--- src/rtl/rgba_over_rgb565_compositor_defines.svh ---
// Assertion helpers shared by the RTL.
`ifndef RGBA_OVER_RGB565_COMPOSITOR_DEFINES_SVH
`define RGBA_OVER_RGB565_COMPOSITOR_DEFINES_SVH

// Concurrent check on an explicit clock and active-low reset.
`define ROC_ASSERT_CLK(clk_i, rst_ni, label, prop, msg) \
  label: assert property (@(posedge clk_i) disable iff (!rst_ni) prop) \
    else $error(msg);

// Concurrent check on the module's clk and rst_n.
`define ROC_ASSERT(label, prop, msg) `ROC_ASSERT_CLK(clk, rst_n, label, prop, msg)

`endif

--- src/rtl/roc_pkg.sv ---
package roc_pkg;

  localparam int FRAME_MAX_DEF  = 512;
  localparam int TILE_SIZE_DEF  = 512;
  localparam int FRAME_SIZE_RST = 512;

  localparam int IN_DATA_W  = 88;
  localparam int IN_USER_W  = 2;
  localparam int OUT_DATA_W = 16;
  localparam int OUT_USER_W = 2;
  localparam int CFG_W      = 10;
  localparam int SIZE_W     = 11;

  localparam int FIFO_DEPTH = 4;
  localparam int FIFO_PTR_W = 2;
  localparam int FIFO_CNT_W = 3;

  localparam logic [1:0] KIND_LOAD  = 2'd0;
  localparam logic [1:0] KIND_PASTE = 2'd1;
  localparam logic [1:0] KIND_READ  = 2'd2;

  localparam logic [1:0] ST_WRITTEN = 2'd0;
  localparam logic [1:0] ST_CLIPPED = 2'd1;
  localparam logic [1:0] ST_CLEAR   = 2'd2;
  localparam logic [1:0] ST_READ    = 2'd3;

  typedef enum logic [1:0] {
    OP_CLIP,
    OP_LOAD,
    OP_PASTE,
    OP_READ
  } op_t;

  typedef struct packed {
    op_t         op;
    logic [7:0]  red;
    logic [7:0]  green;
    logic [7:0]  blue;
    logic [7:0]  alpha;
    logic [15:0] base;
  } cmd_t;

  function automatic int addr_width(input int fm);
    return (fm * fm > 1) ? $clog2(fm * fm) : 1;
  endfunction

  function automatic int coord_width(input int fm);
    return (fm > 1) ? $clog2(fm) : 1;
  endfunction

  // c*255/31, truncated
  function automatic logic [7:0] expand5(input logic [4:0] c);
    logic [2:0] f;
    f = 3'(c >= 5'd5) + 3'(c >= 5'd9) + 3'(c >= 5'd14) + 3'(c >= 5'd18) +
        3'(c >= 5'd23) + 3'(c >= 5'd27) + 3'(c >= 5'd31);
    return {c, 3'b000} + {5'b00000, f};
  endfunction

  // c*255/63, truncated
  function automatic logic [7:0] expand6(input logic [5:0] c);
    logic [1:0] f;
    f = 2'(c >= 6'd21) + 2'(c >= 6'd42) + 2'(c >= 6'd63);
    return {c, 2'b00} + {6'b000000, f};
  endfunction

  // floor(x/255), exact for x <= 255*255
  function automatic logic [7:0] div255(input logic [15:0] x);
    logic [16:0] t;
    t = {1'b0, x} + {9'h000, x[15:8]} + 17'd1;
    return t[15:8];
  endfunction

  function automatic logic [15:0] pack565(input logic [7:0] r, input logic [7:0] g,
                                          input logic [7:0] b);
    return {r[7:3], g[7:2], b[7:3]};
  endfunction

endpackage

--- src/rtl/roc_front.sv ---
module roc_front #(
  parameter int FRAME_MAX = roc_pkg::FRAME_MAX_DEF,
  parameter int TILE_SIZE = roc_pkg::TILE_SIZE_DEF,
  parameter int AW        = roc_pkg::addr_width(FRAME_MAX)
) (
  input  logic                           clk,
  input  logic                           rst_n,
  input  logic                           in_tvalid,
  output logic                           in_tready,
  input  logic [roc_pkg::IN_DATA_W-1:0]  in_tdata,
  input  logic [roc_pkg::IN_USER_W-1:0]  in_tuser,
  input  logic                           cfg_wr_en,
  input  logic [roc_pkg::CFG_W-1:0]      cfg_wr_data,
  input  logic                           q_full,
  output logic                           push,
  output roc_pkg::cmd_t                  push_cmd,
  output logic [AW-1:0]                  push_addr
);

  localparam int CW = roc_pkg::coord_width(FRAME_MAX);
  localparam logic [roc_pkg::SIZE_W-1:0] FRAME_LIM = roc_pkg::SIZE_W'(FRAME_MAX);
  localparam logic [roc_pkg::SIZE_W-1:0] TILE_LIM  = roc_pkg::SIZE_W'(TILE_SIZE);
  localparam logic [roc_pkg::SIZE_W-1:0] SIZE_RST  = roc_pkg::SIZE_W'(
    (roc_pkg::FRAME_SIZE_RST < FRAME_MAX) ? roc_pkg::FRAME_SIZE_RST : FRAME_MAX);
  localparam logic [AW-1:0] ROW_PITCH = AW'(FRAME_MAX);

  logic [roc_pkg::SIZE_W-1:0] size_r;
  logic [roc_pkg::SIZE_W-1:0] cfg_size;
  logic [8:0]                 col;
  logic [8:0]                 row;
  logic [10:0]                ox;
  logic [10:0]                oy;
  logic [11:0]                px;
  logic [11:0]                py;
  logic [10:0]                fx;
  logic [10:0]                fy;
  roc_pkg::op_t               op;
  roc_pkg::cmd_t              cmd_nxt;
  logic [AW-1:0]              addr_nxt;
  logic                       in_acc;
  logic                       f_v_r;
  roc_pkg::cmd_t              f_cmd_r;
  logic [AW-1:0]              f_addr_r;

  assign col = in_tdata[8:0];
  assign row = in_tdata[17:9];
  assign ox  = in_tdata[28:18];
  assign oy  = in_tdata[39:29];
  assign px  = {ox[10], ox} + {3'b000, col};
  assign py  = {oy[10], oy} + {3'b000, row};

  assign cfg_size = {1'b0, cfg_wr_data};

  always_comb begin
    fx = {2'b00, col};
    fy = {2'b00, row};
    op = roc_pkg::OP_CLIP;
    case (in_tuser)
      roc_pkg::KIND_LOAD: begin
        if (fx < size_r && fy < size_r) op = roc_pkg::OP_LOAD;
      end
      roc_pkg::KIND_READ: begin
        if (fx < size_r && fy < size_r) op = roc_pkg::OP_READ;
      end
      roc_pkg::KIND_PASTE: begin
        fx = px[10:0];
        fy = py[10:0];
        if ({2'b00, col} < TILE_LIM && {2'b00, row} < TILE_LIM && !px[11] && !py[11] &&
            px[10:0] < size_r && py[10:0] < size_r) begin
          op = roc_pkg::OP_PASTE;
        end
      end
      default: op = roc_pkg::OP_CLIP;
    endcase
  end

  always_comb begin
    cmd_nxt.op    = op;
    cmd_nxt.red   = in_tdata[47:40];
    cmd_nxt.green = in_tdata[55:48];
    cmd_nxt.blue  = in_tdata[63:56];
    cmd_nxt.alpha = in_tdata[71:64];
    cmd_nxt.base  = in_tdata[87:72];
  end

  assign addr_nxt = AW'(fy[CW-1:0]) * ROW_PITCH + AW'(fx[CW-1:0]);

  assign in_tready = !f_v_r || !q_full;
  assign in_acc    = in_tvalid && in_tready;
  assign push      = f_v_r && !q_full;

  always_ff @(posedge clk) begin
    if (!rst_n) begin
      size_r <= SIZE_RST;
      f_v_r  <= 1'b0;
    end else begin
      if (cfg_wr_en) size_r <= (cfg_size < FRAME_LIM) ? cfg_size : FRAME_LIM;
      if (in_acc) begin
        f_v_r <= 1'b1;
      end else if (push) begin
        f_v_r <= 1'b0;
      end
    end
  end

  always_ff @(posedge clk) begin
    if (in_acc) begin
      f_cmd_r  <= cmd_nxt;
      f_addr_r <= addr_nxt;
    end
  end

  assign push_cmd  = f_cmd_r;
  assign push_addr = f_addr_r;

endmodule

--- config.mk ---
export PLATFORM = sky130hd
export DESIGN_NAME = roc_front
export DESIGN_NICKNAME = d
export VERILOG_FILES = /design/src/rtl/rgba_over_rgb565_compositor_defines.svh /design/src/rtl/roc_pkg.sv /design/src/rtl/roc_front.sv
export SDC_FILE = /design/constraint.sdc
export NUM_CORES = 1
export LEC_CHECK = 0
export BUFFER_PORTS_ARGS = -buffer_cell sky130_fd_sc_hd__buf_2
export CAP_MARGIN = 20
export CORE_AREA = 3 3 111 166
export DETAILED_ROUTE_END_ITERATION = 10
export DIE_AREA = 0 0 114 169
export PLACE_DENSITY_LB_ADDON = 0.05
export SYNTH_ARGS = -nofsm -noshare
export SYNTH_HDL_FRONTEND = slang
export SYNTH_SLANG_ARGS = --single-unit
--- constraint.sdc ---
create_clock -name clk -period 8.21 [get_ports clk]
set_input_delay 1.642 -clock clk [delete_from_list [all_inputs] [get_ports clk]]
set_output_delay 1.642 -clock clk [all_outputs]
set_load 0.01 [all_outputs]
==> flow_metrics.py <==
metrics = {
    "outcome": {
        "status": "finished clean",
    },
    "sta": {
        "finalMaxSlewViolations": 0,
        "min_period_ps": 4310,
        "worst_slew_pin_slew_ps": 995.3,
        "relSlewSlack_pct": 33.64,
        "fin_tns_setup_ps": 0,
        "max_freq_mhz": 232.0,
        "setup_viol": 0,
        "hold_viol_final": 0,
        "rsz0062_at_grt": "no",
        "finClkSkew_ps": 8.392,
        "fin_ws_ps": 3900,
        "whs_ps": 530.0,
        "fin_crit_sh_pct": 52.49,
    },
    "setup_path": {
        "path_class": "input pin to flip-flop",
        "crit_chain": "buf_2 -> ha_1 -> inv_1 -> fa_1 -> nor2b_4 -> o31a_1 -> o32a_1 -> xor2_1 -> ha_1 -> a211oi_1 -> o221a_2 -> o211ai_1 -> nand3b_1 -> o41ai_2",
        "r2r_cells": 8,
        "crit_top_cell": "ha_1",
        "cp_slowest_cell": "o32a_1",
        "slowest_delay_ps": 410,
        "endpoint_kind": "flip-flop",
        "r2r_end": "push_cmd[49]",
        "startpoint": "in_tdata[9]",
        "worstPathRequired_ps": 8370,
        "arrival_ps": 4470,
        "crit_fanout": 3,
        "cp.buffers_inverters": 2,
        "reg2reg_from": "size_r[2]",
        "r2r_slack_ps": 6070,
        "cp-start-kind": "input pin",
        "critPathTopFamily": "compound AO/OA/AOI/OAI gates",
    },
    "yosys": {
        "synth_cells": 333,
        "synthArstFlopShare_pct": 0,
        "syn_nets": 492,
        "yosysSeqAreaShare_pct": 53.36,
        "synth_edf_count": 68,
        "yosysUniqueCellTypes": 43,
        "ys_ff_latch": 79,
        "mappedNetlistArea_mm2": 0.004239,
        "synth-warning-count": 0,
        "synthFlopType": "edfxtp_1",
        "syn_avg_cell_area_um2": 12.73,
    },
    "grt": {
        "use_met2_pct": 22.62,
        "antenna_found_initial": 0,
        "grt.overflow.total": 0,
        "use_met3_pct": 2.754,
        "grt_usage_pct": 12.17,
        "grt_pass1_vias": 3378,
        "grtUsageMet1_pct": 13.33,
        "grt_pass1_wl_um": 17970,
        "grt_max_degree": 39,
        "top_usage_layer": "met2",
    },
    "floorplan": {
        "initial_core_util_pct": 24.54,
        "rows": 59,
        "die_y_um": 169,
        "io_pins": 175,
        "fp.coreArea_mm2": 0.01727,
        "dieWidth_um": 114,
        "die_area_mm2": 0.01927,
    },
    "clocking": {
        "cts_made_buffers": 9,
        "cts_tree": "done",
        "clk_path_buf_depth": 2,
        "post_cts_resized": 0,
        "cts_hold_buf": 0,
        "clkSinkCount": 79,
        "clk_transition_reported_paths_ps": 70,
        "cts_max_level": 3,
        "post_cts_buffers": 0,
        "clk_latency_ps": 340,
        "root_buffer": "clkbuf_16",
    },
    "placed_design": {
        "portBuffers": 174,
        "place_area_mm2": 0.005373,
        "dp_hpwl_um": 9511,
        "pre_cts_ws_ps": 3547,
        "gp_congestion": 0.7776,
        "dp_cells": 717,
    },
    "cells_and_area": {
        "layout_commonest_cell": "buf_2",
        "final_cell_mix": "buf_2, edfxtp_1, ha_1, o21ai_0",
        "synthToLayoutAreaGrowth_pct": 33.80,
        "fillers": 1782,
        "drive_above_1_share_pct": 40.96,
        "final_cells": 733,
        "nets": 674,
        "fin_area_mm2": 0.005672,
        "diodes": 0,
    },
    "power": {
        "switching_power_mw": 0.2962,
        "p_int_mw": 0.8042,
        "p_clk_share_pct": 37.2,
        "seqPwrFrac_pct": 42.9,
        "pwr-share-comb_pct": 19.9,
        "swShare_pct": 26.92,
        "vdd_drop_max_mv": 0.07872,
        "p_per_area_mw_per_mm2": 194.0,
        "p_leak_nw": 2.428,
    },
    "run": {
        "maxCapViolations": 0,
    },
    "route": {
        "vias_per_cell": 4.430,
        "dr.pass1.iters": 4,
        "ant_nets": 0,
        "drt_iter0_markers": 141,
        "wirelength_um": 11770,
        "route.detailed.drc": 0,
        "routedWlPerCell_um": 16.05,
        "vias": 3247,
    },
    "min_path": {
        "hold_path_class": "flip-flop to flip-flop",
        "min_to": "f_v_r",
        "min_from": "f_v_r",
        "holdPathStages": 2,
    },
}
-- worst min-delay path: stages, from the launching register on --
cell and delay, ps:
dfxtp_1 320, a21oi_1 120, nor2b_1 50
-- synth_stat cells (2+ instances only) --
cell type	n	share of area, %
nand2_1	16	1.4
and2_1	9	1.3
or3_1	2	0.30
mux2_2	17	4.5
a31oi_1	3	0.44
nor2b_1	9	1.3
inv_1	15	1.3
o211a_1	2	0.47
xnor2_1	10	2.1
edfxtp_1	68	48
clkbuf_1	3	0.27
ha_1	52	15
o21bai_1	2	0.35
nor3b_1	2	0.35
a21o_1	4	0.71
a21oi_1	17	2.0
or4_1	2	0.35
nand2b_1	8	1.2
nor2_1	14	1.2
o2111ai_1	3	0.62
a211oi_1	8	1.4
o211ai_1	4	0.71
nor3_1	2	0.24
fa_1	2	0.94
a211o_1	2	0.41
nand3_1	4	0.47
o21ai_0	21	2.5
dfxtp_1	11	5.2
o21a_1	4	0.71
xor2_1	4	0.83
-- state kept, by name (all words and copies together) (netlist names) --
name	count
push_cmd	50
f_v_r	1
push_addr	18
size_r	10
-- per-stage QoR --
stage | util, % | power (mW)
after global routing | 32.83 | 1.171
after CTS | 32.83 | 1.126
after detailed placement | 31.10 | 0.7057
after floorplan | - | 0.6162
final | 32.83 | 1.100
after global placement | 31.10 | 0.7053
-- cells by family after synthesis --
| group | synth area share (%) |
|---|---|
| xor gates and xnor gates | 2.892 |
| buffers and inverters | 1.800 |
| muxes | 4.516 |
| DFF | 53.36 |
| AOI/OAI and AO/OA | 11.78 |
| and+or+nand+nor | 9.356 |
| adders and majority gates | 16.29 |
-- routing by layer --
metal,vias to the layer above,part of all wire (%)
li1,1633,-
met1,1483,39
met2,121,53
met3,10,7.2
met4,0,1.3
met5,-,0
-- area by class of cell --
class                           instances  area [um^2]  area share, %
Multi-Input combinational cell        234         1902          33.53
Tap cell                              213        266.5          4.699
Sequential cell                        79         2262          39.89
Clock buffer                           10        229.0          4.037
Timing Repair Buffer                  176        885.9          15.62
Clock inverter                          6        70.07          1.235
Inverter                               15        56.30         0.9927
-- power by group through the flow --
stage               logic (mW)  registers, mW  clock network, mW
global route             0.251          0.475              0.445
finish                   0.219          0.472              0.409
detailed placement       0.224          0.481                  0
CTS                      0.226          0.473              0.427
floorplan                0.121          0.495                  0
global placement         0.224          0.481                  0
-- worst max-delay path by stage --
stage | to | slack (ps) | depth (start not counted)
floorplan | push_cmd[49] | 3980 | 13
global placement | push_cmd[49] | 3620 | 14
detailed placement | push_cmd[49] | 3550 | 14
CTS | push_cmd[49] | 3900 | 14
global route | push_cmd[49] | 3620 | 14
finish | push_cmd[49] | 3900 | 14
Power figures use the tool's default switching activity.
