`src/rtl/rgba_over_rgb565_compositor_defines.svh`:
```
// Assertion helpers shared by the RTL.
`ifndef RGBA_OVER_RGB565_COMPOSITOR_DEFINES_SVH
`define RGBA_OVER_RGB565_COMPOSITOR_DEFINES_SVH

// Concurrent check on an explicit clock and active-low reset.
`define ROC_ASSERT_CLK(clk_i, rst_ni, label, prop, msg) \
  label: assert property (@(posedge clk_i) disable iff (!rst_ni) prop) \
    else $error(msg);

// Concurrent check on the module's clk and rst_n.
`define ROC_ASSERT(label, prop, msg) `ROC_ASSERT_CLK(clk, rst_n, label, prop, msg)

`endif

```
`src/rtl/roc_pkg.sv`:
```
package roc_pkg;

  localparam int FRAME_MAX_DEF  = 512;
  localparam int TILE_SIZE_DEF  = 512;
  localparam int FRAME_SIZE_RST = 512;

  localparam int IN_DATA_W  = 88;
  localparam int IN_USER_W  = 2;
  localparam int OUT_DATA_W = 16;
  localparam int OUT_USER_W = 2;
  localparam int CFG_W      = 10;
  localparam int SIZE_W     = 11;

  localparam int FIFO_DEPTH = 4;
  localparam int FIFO_PTR_W = 2;
  localparam int FIFO_CNT_W = 3;

  localparam logic [1:0] KIND_LOAD  = 2'd0;
  localparam logic [1:0] KIND_PASTE = 2'd1;
  localparam logic [1:0] KIND_READ  = 2'd2;

  localparam logic [1:0] ST_WRITTEN = 2'd0;
  localparam logic [1:0] ST_CLIPPED = 2'd1;
  localparam logic [1:0] ST_CLEAR   = 2'd2;
  localparam logic [1:0] ST_READ    = 2'd3;

  typedef enum logic [1:0] {
    OP_CLIP,
    OP_LOAD,
    OP_PASTE,
    OP_READ
  } op_t;

  typedef struct packed {
    op_t         op;
    logic [7:0]  red;
    logic [7:0]  green;
    logic [7:0]  blue;
    logic [7:0]  alpha;
    logic [15:0] base;
  } cmd_t;

  function automatic int addr_width(input int fm);
    return (fm * fm > 1) ? $clog2(fm * fm) : 1;
  endfunction

  function automatic int coord_width(input int fm);
    return (fm > 1) ? $clog2(fm) : 1;
  endfunction

  // c*255/31, truncated
  function automatic logic [7:0] expand5(input logic [4:0] c);
    logic [2:0] f;
    f = 3'(c >= 5'd5) + 3'(c >= 5'd9) + 3'(c >= 5'd14) + 3'(c >= 5'd18) +
        3'(c >= 5'd23) + 3'(c >= 5'd27) + 3'(c >= 5'd31);
    return {c, 3'b000} + {5'b00000, f};
  endfunction

  // c*255/63, truncated
  function automatic logic [7:0] expand6(input logic [5:0] c);
    logic [1:0] f;
    f = 2'(c >= 6'd21) + 2'(c >= 6'd42) + 2'(c >= 6'd63);
    return {c, 2'b00} + {6'b000000, f};
  endfunction

  // floor(x/255), exact for x <= 255*255
  function automatic logic [7:0] div255(input logic [15:0] x);
    logic [16:0] t;
    t = {1'b0, x} + {9'h000, x[15:8]} + 17'd1;
    return t[15:8];
  endfunction

  function automatic logic [15:0] pack565(input logic [7:0] r, input logic [7:0] g,
                                          input logic [7:0] b);
    return {r[7:3], g[7:2], b[7:3]};
  endfunction

endpackage

```
`src/rtl/roc_queue.sv`:
```
`include "rgba_over_rgb565_compositor_defines.svh"

module roc_queue #(
  parameter int AW = roc_pkg::addr_width(roc_pkg::FRAME_MAX_DEF)
) (
  input  logic          clk,
  input  logic          rst_n,
  input  logic          push,
  input  roc_pkg::cmd_t push_cmd,
  input  logic [AW-1:0] push_addr,
  output logic          full,
  output logic          head_valid,
  output roc_pkg::cmd_t head_cmd,
  output logic [AW-1:0] head_addr,
  input  logic          pop
);

  localparam logic [roc_pkg::FIFO_CNT_W-1:0] FULL_CNT =
    roc_pkg::FIFO_CNT_W'(roc_pkg::FIFO_DEPTH);

  roc_pkg::cmd_t                  cmd_mem  [roc_pkg::FIFO_DEPTH];
  logic [AW-1:0]                  addr_mem [roc_pkg::FIFO_DEPTH];
  logic [roc_pkg::FIFO_PTR_W-1:0] wr_ptr_r;
  logic [roc_pkg::FIFO_PTR_W-1:0] rd_ptr_r;
  logic [roc_pkg::FIFO_CNT_W-1:0] cnt_r;

  assign full       = (cnt_r == FULL_CNT);
  assign head_valid = (cnt_r != '0);
  assign head_cmd   = cmd_mem[rd_ptr_r];
  assign head_addr  = addr_mem[rd_ptr_r];

  always_ff @(posedge clk) begin
    if (!rst_n) begin
      wr_ptr_r <= '0;
      rd_ptr_r <= '0;
      cnt_r    <= '0;
    end else begin
      if (push) wr_ptr_r <= wr_ptr_r + 1'b1;
      if (pop)  rd_ptr_r <= rd_ptr_r + 1'b1;
      case ({push, pop})
        2'b10:   cnt_r <= cnt_r + 1'b1;
        2'b01:   cnt_r <= cnt_r - 1'b1;
        default: cnt_r <= cnt_r;
      endcase
    end
  end

  always_ff @(posedge clk) begin
    if (push) begin
      cmd_mem[wr_ptr_r]  <= push_cmd;
      addr_mem[wr_ptr_r] <= push_addr;
    end
  end

  `ROC_ASSERT(a_no_overflow, push |-> (cnt_r != FULL_CNT), "push into full queue")
  `ROC_ASSERT(a_no_underflow, pop |-> (cnt_r != '0), "pop from empty queue")
  `ROC_ASSERT(a_cnt_grow, (push && !pop) |=> (cnt_r == $past(cnt_r) + 1'b1), "count lost a push")

endmodule

```
`config.mk`:
```
export PLATFORM = sky130hd
export DESIGN_NAME = roc_queue
export DESIGN_NICKNAME = d
export VERILOG_FILES = /design/src/rtl/roc_pkg.sv /design/src/rtl/roc_queue.sv
export VERILOG_INCLUDE_DIRS = /design/src /design/src/rtl
export SDC_FILE = /design/constraint.sdc
export NUM_CORES = 1
export LEC_CHECK = 0
export BUFFER_PORTS_ARGS = -buffer_cell sky130_fd_sc_hd__buf_4
export CORE_AREA = 2 2 164 166
export DETAILED_ROUTE_END_ITERATION = 7
export DIE_AREA = 0 0 166 168
export PLACE_DENSITY = 0.59
export SYNTH_ARGS = -nofsm -noshare
export SYNTH_HDL_FRONTEND = slang
export SYNTH_SLANG_ARGS = --single-unit
```
`constraint.sdc`:
```
create_clock -name clk -period 2.7 [get_ports clk]
set_input_delay 0.135 -clock clk [delete_from_list [all_inputs] [get_ports clk]]
set_output_delay 0.135 -clock clk [all_outputs]
set_load 0.01 [all_outputs]
```
==> run_results.csv, run 1 <==
group,metric,value,unit
run_status,status,"finished, final reports clean",
sta,worst_pin_slew,0.531,ns
clock_network,htreeDepth,1,
job,cap_violations,0,
placed_design,hpwl,11800,um
synthesis,synthFlopType,"edfxtp_1",
floorplan,initial_core_util,39.0,%
pwr,power,0.0102,W
clock_network,cts.clk_slew.worst_paths,0.06,ns
synthesis,synthesis.area,10300,um2
worst_setup_path,rr_worst_depth,4,
pwr,ir_drop,0.649,mV
clock_network,cts_tree,"done",
synthesis,post-synth-top-area-cell,"edfxtp_1",
detailed_routing,drc_errors,0,
worst_setup_path,cp-start-kind,"register",
sta,period_share,88.0,%
worst_setup_path,cp_max_fo,25,
synthesis,synth_most_common_cell,"edfxtp_1",
detailed_routing,vias,4917,
global_routing,grt_use_met3,3.13,%
synthesis,synth.avg_cell_area,25.8,um2
detailed_routing,drtIter0Drc,310,
worst_setup_path,r2r_slack,1.00,ns
synthesis,synth.top_cells.by_count,"edfxtp_1 (272), mux4_2 (68), and2_1 (9), dfxtp_1 (9), ha_1 (5)",
detailed_routing,via_per_inst,4.89,
global_routing,track_usage,14.3,%
worst_setup_path,arrival,2.24,ns
sta,setup_viol,0,
sta,setup_tns,0,ns
synthesis,yosysSeqAreaShare,81.2,%
detailed_routing,avgRoutedWirePerCell,19.8,um
global_routing,grt-busiest-layer,"met2",
worst_setup_path,crit_chain,"buf_4, mux4_2, buf_4",
layout,area_growth,31.5,%
floorplan,dieArea,27900,um2
synthesis,async_reset_ff_share,0,%
placed_design,numPortBuffers,141,
synthesis,yosysUniqueCellTypes,21,
global_routing,grt_max_degree,34,
pwr,p_per_area,756,nW/um2
pwr,p_leak,4.64,nW
worst_setup_path,r2r_start,"wr_ptr_r[0]",
worst_setup_path,cp_common_cell,"buf_4",
sta,fin_hold_ws,0.341,ns
global_routing,grt_antenna_before_repair,0,
min_path,hp-start,"push_cmd[24]",
min_path,min_path_cells,2,
synthesis,synth_top_area_share,79.5,%
worst_setup_path,cpPeakStageDelay,0.67,ns
synthesis,synthCells,398,
layout,drive_above_1_share,41.7,%
sta,max_slew_margin,64.6,%
worst_setup_path,cpMaxStageDelayCell,"dfxtp_4",
detailed_routing,ant_nets,0,
clock_network,cts_sinks,281,
clock_network,clkLatencyLatePin,0.53,ns
floorplan,die_h,168,um
layout,final_nets,720,
floorplan,die_w,166,um
worst_setup_path,crit_path_end_kind,"output pin",
global_routing,grt_pass1_vias,5478,
floorplan,core_area,26400,um2
sta,slew_viol_final,0,
detailed_routing,routed_wl,19900,um
global_routing,overflow,0,
layout,diodes,0,
sta,rsz0062_at_grt,"no",
synthesis,synth_area_leaders,"edfxtp_1 (79%), mux4_2 (15%), dfxtp_1 (1.8%)",
sta,hold_violations,0,
global_routing,grt_first_pass_wirelength,30800,um
global_routing,gr-usage-met2,25.9,%
worst_setup_path,r2r-end,"cmd_mem[2][2]",
clock_network,clockRootBuffer,"clkbuf_16",
global_routing,met1_usage,17.5,%
synthesis,synth_nets,476,
min_path,hold_path_end,"cmd_mem[2][24]",
sta,final.min_clock_period,2.38,ns
worst_setup_path,path_class,"reg2out",
synthesis,synth_edf_count,272,
floorplan,std_cell_rows,60,
floorplan,pin_count,142,
sta,finalClockSkew,0.0125,ns
placed_design,routabilityCongestion,0.687,
worst_setup_path,required,2.57,ns
synthesis,yosys_warnings,0,
synthesis,ys_ff_latch,281,
clock_network,numCtsBuffers,29,
clock_network,cts_buffer_depth,3,
sta,max_freq,421,MHz
detailed_routing,firstDrtPassIters,4,
min_path,hp-class,"in2reg",
registers in the layout (all words and copies together), names as in the netlist, named ones only:
register  cells
addr_mem     72
cmd_mem     200
cnt_r         3
rd_ptr_r      2
wr_ptr_r      2
routing by layer:
| layer | vias to the layer above | wire (um) |
|---|---|---|
| li1 | 2183 | - |
| met1 | 2562 | 8000 |
| met2 | 136 | 10400 |
| met3 | 36 | 1050 |
| met4 | 0 | 431 |
| met5 | - | 0 |
worst max-delay path, delay by kind of cell, from the launching register on:
family	cells	cell delay [ns]
flops	1	0.67
buf+inv	2	0.49
mux	1	0.55
power breakdown:
part	switching, W	internal, W
clock network	0.00157	0.00244
registers	0.0000884	0.00501
logic	0.000491	0.000620
total	0.00215	0.00807
how the worst max path moves through the flow:
stage | slack [ns] | from | end
2_1_floorplan | 0.13 | wr_ptr_r[0] | addr_mem[0][0]
3_3_place_gp | 0.77 | register | head_addr[9]
3_5_place_dp | 0.76 | register | head_addr[9]
4_1_cts | 0.18 | register | head_addr[9]
5_1_grt | 0.15 | register | head_addr[9]
6_report | 0.32 | register | head_addr[9]
metrics by stage:
step | instances | util [%] | area (um2) | setup WS (ns)
after detailed placement | 880 | 44.9 | 11800 | 0.757
after CTS | 1005 | 51.3 | 13500 | 0.181
after global placement | 880 | 44.9 | 11800 | 0.774
after global routing | 1005 | 51.3 | 13500 | 0.150
after floorplan | 398 | - | 10300 | 0.131
final | 1005 | 51.3 | 13500 | 0.323
layout make-up:
type                    instances  area [um2]
multi-input cells              98        1790
clock inverters                19         224
well taps                     341         427
inverters                       3        11.3
repair buffers                229        1960
clock buffers                  34         744
flip-flops and latches        281        8360
fillers                      2079       12800
logic make-up after synthesis:
family	after synthesis	share of synthesized area (%)
adders and majority gates	6	0.803
DFF	281	81.2
AOI/OAI and AO/OA	2	0.122
buffers and inverters	19	1.44
xor gates and xnor gates	5	0.426
and+or+nand+nor	15	0.901
muxes	70	15.1
repair_timing:
item,4_1_cts,5_1_grt
buffers inserted,0,0
hold buffers,72,0
endpoints found under the hold margin,281,0
gates resized for setup,0,0
cell usage in the layout, fill, tap and decap left out:
cell type and instances:
clkbuf_1 5, edfxtp_1 272, xor2_1 2, and2_1 5
and2_4 4, or3_1 2, buf_12 5, xnor2_1 3
mux2i_1 2, clkbuf_16 29, o21ai_0 1, clkinv_1 2
mux4_2 68, inv_1 3, nor2b_1 2, buf_4 152
clkinv_4 1, fa_1 1, clkinv_2 10, a21boi_0 1
clkinvlp_4 1, dfxtp_1 7, bufinv_16 5, nor3b_1 1
dfxtp_4 2, ha_1 5, dlygate4sd3_1 72, nand2_1 1
(Power assumes the default switching activity.)
==> run 2: changes to the inputs <==
--- a/config.mk
+++ b/config.mk
@@ -7,10 +7,10 @@
 export NUM_CORES = 1
 export LEC_CHECK = 0
 export BUFFER_PORTS_ARGS = -buffer_cell sky130_fd_sc_hd__buf_4
-export CORE_AREA = 2 2 164 166
+export CORE_AREA = 2 2 147 149
 export DETAILED_ROUTE_END_ITERATION = 7
-export DIE_AREA = 0 0 166 168
-export PLACE_DENSITY = 0.59
+export DIE_AREA = 0 0 149 151
+export PLACE_DENSITY = 0.71
 export SYNTH_ARGS = -nofsm -noshare
 export SYNTH_HDL_FRONTEND = slang
 export SYNTH_SLANG_ARGS = --single-unit
==> constraint.sdc (replaced) <==
create_clock -name clk -period 2.7 [get_ports clk]
set_input_delay 0.675 -clock clk [delete_from_list [all_inputs] [get_ports clk]]
set_output_delay 0.675 -clock clk [all_outputs]
set_load 0.01 [all_outputs]
==> run 2 against run 1 <==
Against the previous run: combinational power decreased by 4%; clock power fell by 9.7%; largest cell class unchanged; sequential share of layout area grew 4.0 points; utilization rose by 9.7 points; register-to-register slack is essentially flat; non-clock buffer count down 74; setup slack lost 0.23 ns; via count down 5.4%; flip-flop and latch count unchanged.
==> run_results.csv, run 2 (synthesis gave the netlist of run 1 again) <==
group,metric,value,unit
run_status,status,"finished, final reports clean",
sta,setup_viol,0,
placed_design,numPortBuffers,141,
global_routing,grt_pass1_vias,5064,
floorplan,dieArea,22500,um2
sta,finalClockSkew,0.0234,ns
layout,final_common_cell,"edfxtp_1",
layout,final_cell_mix,"edfxtp_1 (272), buf_4 (143), mux4_2 (68), clkbuf_16 (29), buf_12 (10)",
layout,top_register,"cmd_mem",
global_routing,track_usage,17.0,%
global_routing,grt_max_degree,33,
global_routing,grt_first_pass_wirelength,28700,um
pwr,power,0.00976,W
placed_design,routabilityCongestion,0.683,
sta,hold_violations,0,
detailed_routing,via_per_inst,5.38,
global_routing,overflow,0,
worst_setup_path,cpMaxStageDelayCell,"mux4_2",
worst_setup_path,crit_cells,3,
floorplan,initial_core_util,49.4,%
layout,multi_input_area,1790,um2
worst_setup_path,crit_buf_inv,2,
clock_network,cts_sinks,281,
worst_setup_path,path_class,"reg2out",
worst_setup_path,rr_worst_depth,4,
floorplan,std_cell_rows,53,
floorplan,die_h,151,um
worst_setup_path,r2r-end,"cmd_mem[2][20]",
pwr,ir_drop,0.494,mV
pwr,p_per_area,769,nW/um2
worst_setup_path,cp-start-kind,"register",
global_routing,grt_antenna_before_repair,0,
layout,fillCellCount,1482,
detailed_routing,drtIter0Drc,239,
job,cap_violations,0,
worst_setup_path,arrival,1.93,ns
layout,top_regs,"cmd_mem (200), addr_mem (72), cnt_r (3)",
clock_network,cts_tree,"done",
worst_setup_path,r2r_slack,1.01,ns
detailed_routing,ant_nets,0,
worst_setup_path,r2r_start,"wr_ptr_r[0]",
sta,setup_tns,0,ns
layout,area_growth,23.6,%
clock_network,clockRootBuffer,"clkbuf_16",
detailed_routing,routed_wl,18800,um
worst_setup_path,crit_family,"multiplexers",
layout,largest_reg_flops,200,
clock_network,cts_setup_buffers,0,
layout,drive_above_1_share,45.1,%
sta,rsz0062_at_grt,"no",
detailed_routing,avgRoutedWirePerCell,21.7,um
floorplan,die_w,149,um
detailed_routing,vias,4652,
sta,final.min_clock_period,2.61,ns
layout,seq_area,8360,um2
detailed_routing,firstDrtPassIters,5,
placed_design,hpwl,11400,um
worst_setup_path,cp_max_fo,24,
clock_network,clkLatencyLatePin,0.54,ns
sta,slew_viol_final,0,
worst_setup_path,cpPeakStageDelay,0.56,ns
worst_setup_path,required,2.03,ns
layout,final_nets,646,
clock_network,htreeDepth,1,
floorplan,pin_count,142,
floorplan,core_area,20800,um2
sta,max_freq,383,MHz
worst_setup_path,crit_chain,"buf_16, mux4_2, buf_4",
min_path,hp-class,"in2reg",
clock_network,cts.clk_slew.worst_paths,0.06,ns
sta,worst_pin_slew,0.559,ns
sta,max_slew_margin,62.7,%
min_path,min_path_cells,1,
clock_network,numCtsBuffers,29,
worst_setup_path,endpoint,"head_cmd[38]",
clock_network,cts_buffer_depth,3,
worst_setup_path,crit_path_end_kind,"output pin",
sta,period_share,96.7,%
detailed_routing,drc_errors,0,
pwr,p_leak,4.29,nW
layout,diodes,0,
[run 2: timing repair]
item,in CTS,in global routing
setup endpoints to repair,47,0
resized for setup,2,0
hold buffers,0,0
[run 2: how the worst min path moves through the flow]
| stage | start | to | slack [ns] |
|---|---|---|---|
| after CTS | push_cmd[16] | cmd_mem[3][16] | 0.30 |
| after global placement | cnt_r[2] | cnt_r[2] | 0.48 |
| after floorplan | cnt_r[2] | cnt_r[2] | 0.47 |
| after detailed placement | cnt_r[2] | cnt_r[2] | 0.52 |
| after global routing | push_addr[15] | addr_mem[1][15] | 0.31 |
| final | push_cmd[16] | cmd_mem[1][16] | 0.33 |
[run 2: final cells by class]
type                            count  share of cell area, %
Clock inverter                     15                  0.847
Clock buffer                       38                   5.98
Inverter                            3                 0.0887
Tap cell                          275                   2.71
Sequential cell                   281                   65.8
Timing Repair Buffer              155                   10.5
Multi-Input combinational cell     98                   14.1
[run 2: per-layer routing]
layer,global-route usage (%),part of all wire [%],vias up
met5,0,0,-
met4,4.48,2.0,0
met3,3.86,7.4,34
met2,28.3,50,151
met1,23.1,41,2431
li1,-,-,2036
[run 2: power breakdown]
part	total (W)	internal [W]	switching (W)	leakage (nW)
logic	0.00107	0.000573	0.000500	1.30
registers	0.00507	0.00501	0.0000676	2.57
clock network	0.00362	0.00207	0.00154	0.420
total	0.00976	0.00765	0.00211	4.29
[run 2: metrics by stage]
| step | worst slack (ns) | std cells | utilization, % | hold WS (ns) | cell area, um2 |
|---|---|---|---|---|---|
| finish | 0.0904 | 865 | 61.0 | 0.327 | 12700 |
| global route | 0.00179 | 865 | 61.0 | 0.307 | 12700 |
| CTS | 0.0406 | 865 | 61.0 | 0.303 | 12700 |
| detailed placement | 0.517 | 811 | 56.7 | 0.519 | 11800 |
| global placement | 0.517 | 811 | 56.7 | 0.477 | 11800 |
| floorplan | 0.734 | 398 | - | 0.467 | 10300 |
